**src/hw/rtl/sidt_pkg.sv**
```systemverilog
// ----------------------------------------------------------------------------
// Signed integer to decimal ASCII package
// Shared constants, types and helper functions of the conversion unit.
// ----------------------------------------------------------------------------
package sidt_pkg;

  localparam int unsigned ValueBitsDef = 32;
  localparam int unsigned CharBits     = 7;

  localparam logic [CharBits-1:0] AsciiMinus = 7'h2d;
  localparam logic [CharBits-1:0] AsciiZero  = 7'h30;
  localparam logic [CharBits-1:0] AsciiNine  = 7'h39;

  typedef struct packed {
    logic empty;
    logic full;
  } sidt_q_status_t;

  // One correction step of the shift-and-add-three binary to BCD conversion.
  function automatic logic [3:0] bcd_adj(input logic [3:0] digit);
    logic [3:0] res;
    res = (digit >= 4'd5) ? digit + 4'd3 : digit;
    return res;
  endfunction

endpackage

```
**src/hw/rtl/sidt_if.sv**
```systemverilog
// ----------------------------------------------------------------------------
// Signed integer to decimal ASCII channels
// Valid/ready interfaces for the integer input and the character output.
// ----------------------------------------------------------------------------
interface sidt_in_if #(
  parameter int unsigned VALUE_BITS = 32
);
  logic                  valid;
  logic                  ready;
  logic [VALUE_BITS-1:0] value;

  modport source (output valid, output value, input ready);
  modport sink   (input valid, input value, output ready);
endinterface

interface sidt_out_if;
  logic       valid;
  logic       ready;
  logic [6:0] ascii_char;
  logic       last;

  modport source (output valid, output ascii_char, output last, input ready);
  modport sink   (input valid, input ascii_char, input last, output ready);
endinterface

```
**src/hw/rtl/sidt_front.sv**
```systemverilog
// ----------------------------------------------------------------------------
// Front end of the conversion unit
// Accepts integers, splits them into sign and magnitude and queues them.
// ----------------------------------------------------------------------------
module sidt_front import sidt_pkg::*; #(
  parameter int unsigned VALUE_BITS = ValueBitsDef
) (
  sidt_in_if.sink              in_i,
  input  sidt_q_status_t       q_status_i,
  output logic                 push_o,
  output logic [VALUE_BITS:0]  entry_o
);

  logic                  neg;
  logic [VALUE_BITS-1:0] mag;

  // The negation is taken at full width, so the most negative value
  // yields its exact magnitude as an unsigned number.
  assign neg     = in_i.value[VALUE_BITS-1];
  assign mag     = neg ? (~in_i.value + VALUE_BITS'(1)) : in_i.value;
  assign in_i.ready = !q_status_i.full;
  assign push_o  = in_i.valid && !q_status_i.full;
  assign entry_o = {neg, mag};

endmodule

```
**src/hw/rtl/sidt_queue.sv**
```systemverilog
// ----------------------------------------------------------------------------
// Two-entry queue between front and back end
// Lets the front accept a new integer while the back is still converting.
// ----------------------------------------------------------------------------
module sidt_queue import sidt_pkg::*; #(
  parameter int unsigned WIDTH = ValueBitsDef + 1
) (
  input  logic             clk_i,
  input  logic             rst_ni,
  input  logic             push_i,
  input  logic [WIDTH-1:0] entry_i,
  input  logic             pop_i,
  output logic [WIDTH-1:0] entry_o,
  output sidt_q_status_t   status_o
);

  logic [WIDTH-1:0] slot_q [2];
  logic             wr_ptr_q, wr_ptr_d;
  logic             rd_ptr_q, rd_ptr_d;
  logic [1:0]       cnt_q, cnt_d;
  logic             do_push, do_pop;

  assign status_o.empty = (cnt_q == 2'd0);
  assign status_o.full  = (cnt_q == 2'd2);
  assign do_push        = push_i && !status_o.full;
  assign do_pop         = pop_i && !status_o.empty;
  assign entry_o        = slot_q[rd_ptr_q];

  always_comb begin
    wr_ptr_d = do_push ? !wr_ptr_q : wr_ptr_q;
    rd_ptr_d = do_pop ? !rd_ptr_q : rd_ptr_q;
    cnt_d    = cnt_q + {1'b0, do_push} - {1'b0, do_pop};
  end

  always_ff @(posedge clk_i or negedge rst_ni) begin
    if (!rst_ni) begin
      wr_ptr_q <= 1'b0;
      rd_ptr_q <= 1'b0;
      cnt_q    <= 2'd0;
    end else begin
      wr_ptr_q <= wr_ptr_d;
      rd_ptr_q <= rd_ptr_d;
      cnt_q    <= cnt_d;
    end
  end

  always_ff @(posedge clk_i) begin
    if (do_push) begin
      slot_q[wr_ptr_q] <= entry_i;
    end
  end

endmodule

```
**src/hw/rtl/sidt_back.sv**
```systemverilog
// ----------------------------------------------------------------------------
// Back end of the conversion unit
// Converts a magnitude to BCD bit by bit and sends the text one character
// per beat, most significant first, with leading zeros dropped.
// ----------------------------------------------------------------------------
module sidt_back import sidt_pkg::*; #(
  parameter int unsigned VALUE_BITS = ValueBitsDef
) (
  input  logic                clk_i,
  input  logic                rst_ni,
  input  logic [VALUE_BITS:0] entry_i,
  input  sidt_q_status_t      q_status_i,
  output logic                pop_o,
  sidt_out_if.source          out_o
);

  localparam int unsigned NumDigits = ((VALUE_BITS - 1) * 30103) / 100000 + 1;
  localparam int unsigned BcdW      = 4 * NumDigits;
  localparam int unsigned BitCntW   = $clog2(VALUE_BITS);
  localparam int unsigned DigCntW   = $clog2(NumDigits);

  typedef enum logic [3:0] {
    StIdle  = 4'b0001,
    StConv  = 4'b0010,
    StSign  = 4'b0100,
    StDigit = 4'b1000
  } sidt_state_e;

  sidt_state_e           state_q, state_d;
  logic [VALUE_BITS-1:0] mag_q, mag_d;
  logic                  neg_q, neg_d;
  logic [BcdW-1:0]       bcd_q, bcd_d;
  logic [BcdW-1:0]       bcd_adj_v;
  logic [BitCntW-1:0]    bit_cnt_q, bit_cnt_d;
  logic [DigCntW-1:0]    dig_cnt_q, dig_cnt_d;
  logic                  started_q, started_d;
  logic                  out_valid_q;
  logic [CharBits-1:0]   out_char_q;
  logic                  out_last_q;
  logic                  slot_free;
  logic                  emit;
  logic [CharBits-1:0]   emit_char;
  logic                  emit_last;
  logic [3:0]            top_digit;

  assign slot_free = !out_valid_q || out_o.ready;
  assign top_digit = bcd_q[BcdW-1 -: 4];

  always_comb begin
    for (int i = 0; i < NumDigits; i++) begin
      bcd_adj_v[i*4 +: 4] = bcd_adj(bcd_q[i*4 +: 4]);
    end
  end

  always_comb begin
    state_d   = state_q;
    mag_d     = mag_q;
    neg_d     = neg_q;
    bcd_d     = bcd_q;
    bit_cnt_d = bit_cnt_q;
    dig_cnt_d = dig_cnt_q;
    started_d = started_q;
    pop_o     = 1'b0;
    emit      = 1'b0;
    emit_char = AsciiZero;
    emit_last = 1'b0;
    unique case (state_q)
      StIdle: begin
        if (!q_status_i.empty) begin
          pop_o     = 1'b1;
          mag_d     = entry_i[VALUE_BITS-1:0];
          neg_d     = entry_i[VALUE_BITS];
          bcd_d     = '0;
          bit_cnt_d = '0;
          state_d   = StConv;
        end
      end
      StConv: begin
        bcd_d     = {bcd_adj_v[BcdW-2:0], mag_q[VALUE_BITS-1]};
        mag_d     = mag_q << 1;
        bit_cnt_d = bit_cnt_q + BitCntW'(1);
        if (bit_cnt_q == BitCntW'(VALUE_BITS - 1)) begin
          dig_cnt_d = DigCntW'(NumDigits - 1);
          started_d = 1'b0;
          state_d   = neg_q ? StSign : StDigit;
        end
      end
      StSign: begin
        if (slot_free) begin
          emit      = 1'b1;
          emit_char = AsciiMinus;
          state_d   = StDigit;
        end
      end
      StDigit: begin
        if (top_digit == 4'd0 && !started_q && dig_cnt_q != '0) begin
          bcd_d     = bcd_q << 4;
          dig_cnt_d = dig_cnt_q - DigCntW'(1);
        end else if (slot_free) begin
          emit      = 1'b1;
          emit_char = AsciiZero + {3'b000, top_digit};
          emit_last = (dig_cnt_q == '0);
          bcd_d     = bcd_q << 4;
          started_d = 1'b1;
          if (dig_cnt_q == '0) begin
            state_d = StIdle;
          end else begin
            dig_cnt_d = dig_cnt_q - DigCntW'(1);
          end
        end
      end
      default: begin
        state_d = StIdle;
      end
    endcase
  end

  always_ff @(posedge clk_i or negedge rst_ni) begin
    if (!rst_ni) begin
      state_q     <= StIdle;
      out_valid_q <= 1'b0;
      started_q   <= 1'b0;
      bit_cnt_q   <= '0;
      dig_cnt_q   <= '0;
    end else begin
      state_q   <= state_d;
      started_q <= started_d;
      bit_cnt_q <= bit_cnt_d;
      dig_cnt_q <= dig_cnt_d;
      if (emit) begin
        out_valid_q <= 1'b1;
      end else if (out_o.ready) begin
        out_valid_q <= 1'b0;
      end
    end
  end

  always_ff @(posedge clk_i) begin
    mag_q <= mag_d;
    neg_q <= neg_d;
    bcd_q <= bcd_d;
    if (emit) begin
      out_char_q <= emit_char;
      out_last_q <= emit_last;
    end
  end

  assign out_o.valid      = out_valid_q;
  assign out_o.ascii_char = out_char_q;
  assign out_o.last       = out_last_q;

endmodule

```
**src/hw/rtl/signed_int_to_decimal_ascii_unit.sv**
```systemverilog
// An integer passes through the queue, is converted to BCD bit by bit, then is
// sent one character per cycle while the receiver is ready; each dropped
// leading zero is shifted out in a step of its own, with no character sent.
// The back end converts one integer at a time; the queue buffers two more.
// Reset clears the queue, the sequencer and the output valid at once.
// ----------------------------------------------------------------------------
// Signed integer to decimal ASCII unit
// Top level: front end, two-entry queue and back end converter.
// ----------------------------------------------------------------------------
module signed_int_to_decimal_ascii_unit import sidt_pkg::*; #(
  parameter int unsigned VALUE_BITS = ValueBitsDef
) (
  input  logic       clk_i,
  input  logic       rst_ni,
  sidt_in_if.sink    in_i,
  sidt_out_if.source out_o
);

  logic                push;
  logic                pop;
  logic [VALUE_BITS:0] push_entry;
  logic [VALUE_BITS:0] pop_entry;
  sidt_q_status_t      q_status;

  sidt_front #(
    .VALUE_BITS (VALUE_BITS)
  ) u_front (
    .in_i       (in_i),
    .q_status_i (q_status),
    .push_o     (push),
    .entry_o    (push_entry)
  );

  sidt_queue #(
    .WIDTH (VALUE_BITS + 1)
  ) u_queue (
    .clk_i    (clk_i),
    .rst_ni   (rst_ni),
    .push_i   (push),
    .entry_i  (push_entry),
    .pop_i    (pop),
    .entry_o  (pop_entry),
    .status_o (q_status)
  );

  sidt_back #(
    .VALUE_BITS (VALUE_BITS)
  ) u_back (
    .clk_i      (clk_i),
    .rst_ni     (rst_ni),
    .entry_i    (pop_entry),
    .q_status_i (q_status),
    .pop_o      (pop),
    .out_o      (out_o)
  );

endmodule

```
**src/flat_wrapper.sv**
```systemverilog
// flat-port wrapper written by rule: the top's interface ports become plain ports
module signed_int_to_decimal_ascii_unit_flat import sidt_pkg::*;
#(
  parameter int unsigned VALUE_BITS = ValueBitsDef
)
  (clk_i, rst_ni, in_i_valid, in_i_value, in_i_ready, out_o_valid, out_o_ascii_char, out_o_last, out_o_ready);
  sidt_in_if #(.VALUE_BITS(VALUE_BITS)) in_i_i ();
  sidt_out_if out_o_i ();
  input  logic clk_i;
  input  logic rst_ni;
  input wire logic [$bits(in_i_i.valid)-1:0] in_i_valid;
  input wire logic [$bits(in_i_i.value)-1:0] in_i_value;
  output wire logic [$bits(in_i_i.ready)-1:0] in_i_ready;
  output wire logic [$bits(out_o_i.valid)-1:0] out_o_valid;
  output wire logic [$bits(out_o_i.ascii_char)-1:0] out_o_ascii_char;
  output wire logic [$bits(out_o_i.last)-1:0] out_o_last;
  input wire logic [$bits(out_o_i.ready)-1:0] out_o_ready;
  assign in_i_i.valid = in_i_valid;
  assign in_i_i.value = in_i_value;
  assign in_i_ready = in_i_i.ready;
  assign out_o_valid = out_o_i.valid;
  assign out_o_ascii_char = out_o_i.ascii_char;
  assign out_o_last = out_o_i.last;
  assign out_o_i.ready = out_o_ready;
  signed_int_to_decimal_ascii_unit #(.VALUE_BITS(VALUE_BITS)) u_core (.clk_i(clk_i), .rst_ni(rst_ni), .in_i(in_i_i), .out_o(out_o_i));
endmodule
```
**config.mk**
```make
export PLATFORM = sky130hd
export DESIGN_NAME = signed_int_to_decimal_ascii_unit_flat
export DESIGN_NICKNAME = d
export VERILOG_FILES = /design/src/hw/rtl/sidt_pkg.sv /design/src/hw/rtl/sidt_if.sv /design/src/hw/rtl/sidt_front.sv /design/src/hw/rtl/sidt_queue.sv /design/src/hw/rtl/sidt_back.sv /design/src/hw/rtl/signed_int_to_decimal_ascii_unit.sv /design/src/flat_wrapper.sv
export SDC_FILE = /design/constraint.sdc
export NUM_CORES = 1
export LEC_CHECK = 0
export BUFFER_PORTS_ARGS = -buffer_cell sky130_fd_sc_hd__clkbuf_2
export CORE_MARGIN = 2
export CORE_UTILIZATION = 55
export DETAILED_ROUTE_END_ITERATION = 6
export PLACE_DENSITY_LB_ADDON = 0.1
export SLEW_MARGIN = 25
export SYNTH_ARGS = -nofsm -noshare
export SYNTH_HDL_FRONTEND = slang
export SYNTH_SLANG_ARGS = --single-unit
```
**constraint.sdc**
```tcl
create_clock -name clk_i -period 3.49 [get_ports clk_i]
set_clock_uncertainty 0.15 [all_clocks]
set_input_delay 0.1745 -clock clk_i [delete_from_list [all_inputs] [get_ports clk_i]]
set_output_delay 0.1745 -clock clk_i [all_outputs]
set_load 0.01 [all_outputs]
```
==> metrics.md <==
| Metric | Value |
|---|---|
| Crit start category | register |
| Cell Chain, Critical Path | inv_1 > ha_1 > nor4b_1 > nand2_1 > nand2_1 > o221ai_1 > nor2_4 > buf_4 |
| Post-CTS Setup Bufs | 0 |
| Worst path slowest cell | buf_4 |
| Flops & latches, synth | 164 |
| Initial antenna violation count | 0 |
| CTS tree | done |
| WL/cell | 15.3 um |
| Post-synth net total | around 750 |
| Total power per unit cell area | 850 nW/um^2 |
| Most frequent CP cell | nand2_1 |
| Drt drc | 0 |
| Crit-path leading delay family | simple AND/OR/NAND/NOR gates |
| Post-DP HPWL | approximately 9.4 mm |
| Antenna Cells | 0 |
| Yosys top cell area share | 53.9% |
| Sequential share of the synthesized area | around three fifths |
| Layout cell share with drive strength beyond 1 | 12.6% |
| Initial DRC Count | 348 |
| GRT Total Usage | 20.1% |
| First-pass GRT wire length | approximately 25 mm |
| Status | completed |
| Synthesized cell area | 8090 sq um |
| Clock root buffer | clkbuf_16 |
| R2r worst-path depth | 8 |
| Crit Reg-Reg Endpoint | u_core.u_back.bcd_q[30] |
| Vias in the first global route | between 5,000 and 6,000 |
| Total CTS buffers | 17 |
| Synth async-reset ratio | 11.6% |
| Leakage | 3.44 nW |
| Synth unique cells | 50 |
| Largest net degree at the start of global routing | 52 |
| Clk slew on worst S/H paths | 0.06 ns |
| Total wire length | 14.5 mm |
| Die Area | 15,700 sq um |
| Slowest cell delay on critical path | approximately 0.44 ns |
| Die outline height | 125 um |
| Fmax | 381 MHz |
| Final min period | 2.62 ns |
| PortBufs | 43 |
| Hold Crit Depth | 3 |
| Req. time, crit path | 3.40 ns |
| Via count | ~5,300 |
| Clk buf depth | 2 |
| H-tree levels | 4 |
| Count of yosys warnings during synthesis | 0 |
| CP Max Fanout | 40 |
| Reg-to-Reg Start | u_core.u_back.bcd_q[36] |
| RSZ-0062 raised after global routing | no |
| Total clock sinks | 164 |
| CP Buf/Inv Count | 2 |
| HP Start | in_i_value[1] |
| Area Growth Syn to Fin | 15.7% |
| Critical path data arrival time | 2.53 ns |
| Vias/cell | between 5 and 6 |
| Fin. Hold Viols | 0 |
| Rel. slew slack | between 30% and 40% |
| Final net count | 815 |
| Hold Path End | u_core.u_queue.slot_q[1][1] |
| Chip width | 125 um |
| Global placer's final weighted congestion | 0.810 |
| Synth area leader | edfxtp_1 |
| Endpoints failing setup | 0 |
| Num ports | 46 |
| Setup slack, reg-to-reg | ~0.87 ns |
| Setup TNS | 0 ns |
| Core ar. | ~14,000 sq um |
| Maximum VDD drop | 461 uV |
| Critical path class | reg -> reg |
| Post-Syn Instances | 681 |
| Final cycle utilization of the critical path | about 75% |
| Syn avg cell area | 11.9 sq um |
| Rows | 44 |
| Worst setup EP type | register |
| Starting density of the core | a little under three fifths |
| Primary FF master, synth | edfxtp_1 |
| Clk_lat worst skew | 0.43 ns |
| Post-synth EDFFs | 145 |
| Slew Limit Fails | 0 |
| MaxCap Viol Count | 0 |
| Final hold slack | 0.0242 ns |
| Drt pass-1 iters | 4 |
| Synth area leaders | edfxtp_1 54%, o21ai_0 5.8%, dfrtp_1 5.6%, xnor2_1 4.7%, ha_1 4.3% |
| Slew @ Worst Pin | 1.02 ns |
| Grt ovf | 0 |
| Antenna-violating nets left | 0 |
| Hold Crit Class | in -> reg |
[layout by cell type, fill, tap and decap left out, types with 16 or more instances in the layout]
cell type,count
o21ai_0,93
mux2i_1,32
edfxtp_1,145
clkbuf_16,17
nand2_1,84
inv_1,30
nand2b_1,16
clkbuf_2,43
dfrtp_1,17
o31ai_1,18
xnor2_1,43
a21oi_1,27
dlygate4sd3_1,30
ha_1,28
nor2_1,20
[cell type report]
type                    count  area (sq um)
clock buffers              19           433
flip-flops and latches    164          4830
inverters                  30           113
multi-input cells         456          3030
well taps                 184           230
fillers                  1106          5070
repair buffers             82           583
clock inverters            12           131
[worst min-delay path, stage by stage]
cell	delay [ns]
clkbuf_2	0.09
inv_1	0.06
o21ai_0	0.09
[routing by layer]
metal	wire length (um)	track usage (%)	part of all wire [%]
met3	469	4.32	3.2
met4	224	7.84	1.5
met2	7260	33.6	50
met5	0	0	0
met1	6560	25.7	45
[metrics by stage]
stage	util (%)	instances	total power [mW]	worst slack [ns]	area, sq um
final	64.9	947	7.95	0.867	9350
after global routing	64.9	947	8.56	0.610	9350
after CTS	64.9	947	8.03	0.849	9350
after detailed placement	58.9	886	6.19	0.853	8490
after global placement	58.9	886	6.04	0.969	8490
after floorplan	-	681	5.48	0.589	8090
[flip-flops by register name, summed over array words and instances (netlist names), 2 cells and up]
signal and count:
u_core.u_back.state_q 4, u_core.u_back.out_o.ascii_char 5, u_core.u_queue.slot_q 66, u_core.u_back.bcd_q 40, u_core.u_queue.cnt_q 2, u_core.u_back.bit_cnt_q 5, u_core.u_back.dig_cnt_q 4, u_core.u_back.mag_q 32
[where the power goes]
part	internal [mW]	switching (mW)	total, mW
clock network	1.05	0.748	1.80
registers	3.22	0.553	3.77
logic	0.955	1.43	2.39
total	5.22	2.73	7.95
[repair_timing]
item | in CTS | in global routing
hold endpoints to repair | 77 | 0
hold buffers | 30 | 0
resized for setup | 0 | 0
[worst max-delay path by stage]
| stage | depth (start not counted) | from | slack, ns | endpoint |
|---|---|---|---|---|
| 3_5_place_dp | 8 | u_core.u_back.bcd_q[36] | 0.85 | u_core.u_back.bcd_q[4] |
| 4_1_cts | 8 | u_core.u_back.bcd_q[36] | 0.85 | u_core.u_back.bcd_q[8] |
| 6_report | 8 | u_core.u_back.bcd_q[36] | 0.87 | u_core.u_back.bcd_q[30] |
| 3_3_place_gp | 8 | u_core.u_back.bcd_q[36] | 0.97 | u_core.u_back.bcd_q[7] |
| 5_1_grt | 8 | u_core.u_back.bcd_q[37] | 0.61 | u_core.u_back.bcd_q[7] |
| 2_1_floorplan | 7 | u_core.u_back.bcd_q[36] | 0.59 | u_core.u_back.bcd_q[0] |
[cell families after synthesis]
kind of cell / Yosys count / synth area share, %
AOI/OAI and AO/OA: 164 / 12.1
xor gates and xnor gates: 50 / 5.42
adders and majority gates: 28 / 4.33
buffers and inverters: 61 / 3.02
DFF: 164 / 59.7
muxes: 34 / 4.24
other: 2 / 0.0929
and+or+nand+nor: 178 / 11.1
[Yosys cell counts (5+ instances only)]
cell	n
o31ai_1	18
nor2_1	22
nand2b_1	16
dfrtp_1	18
xnor2_1	43
nor2b_1	5
xor2_1	7
nor3b_1	14
edfxtp_1	145
nand2_1	84
inv_1	30
ha_1	28
or4_1	5
mux2i_1	32
clkbuf_1	25
a22o_1	9
a21oi_1	27
o21ai_0	93
Note: power is estimated with default switching activity, not from simulation.
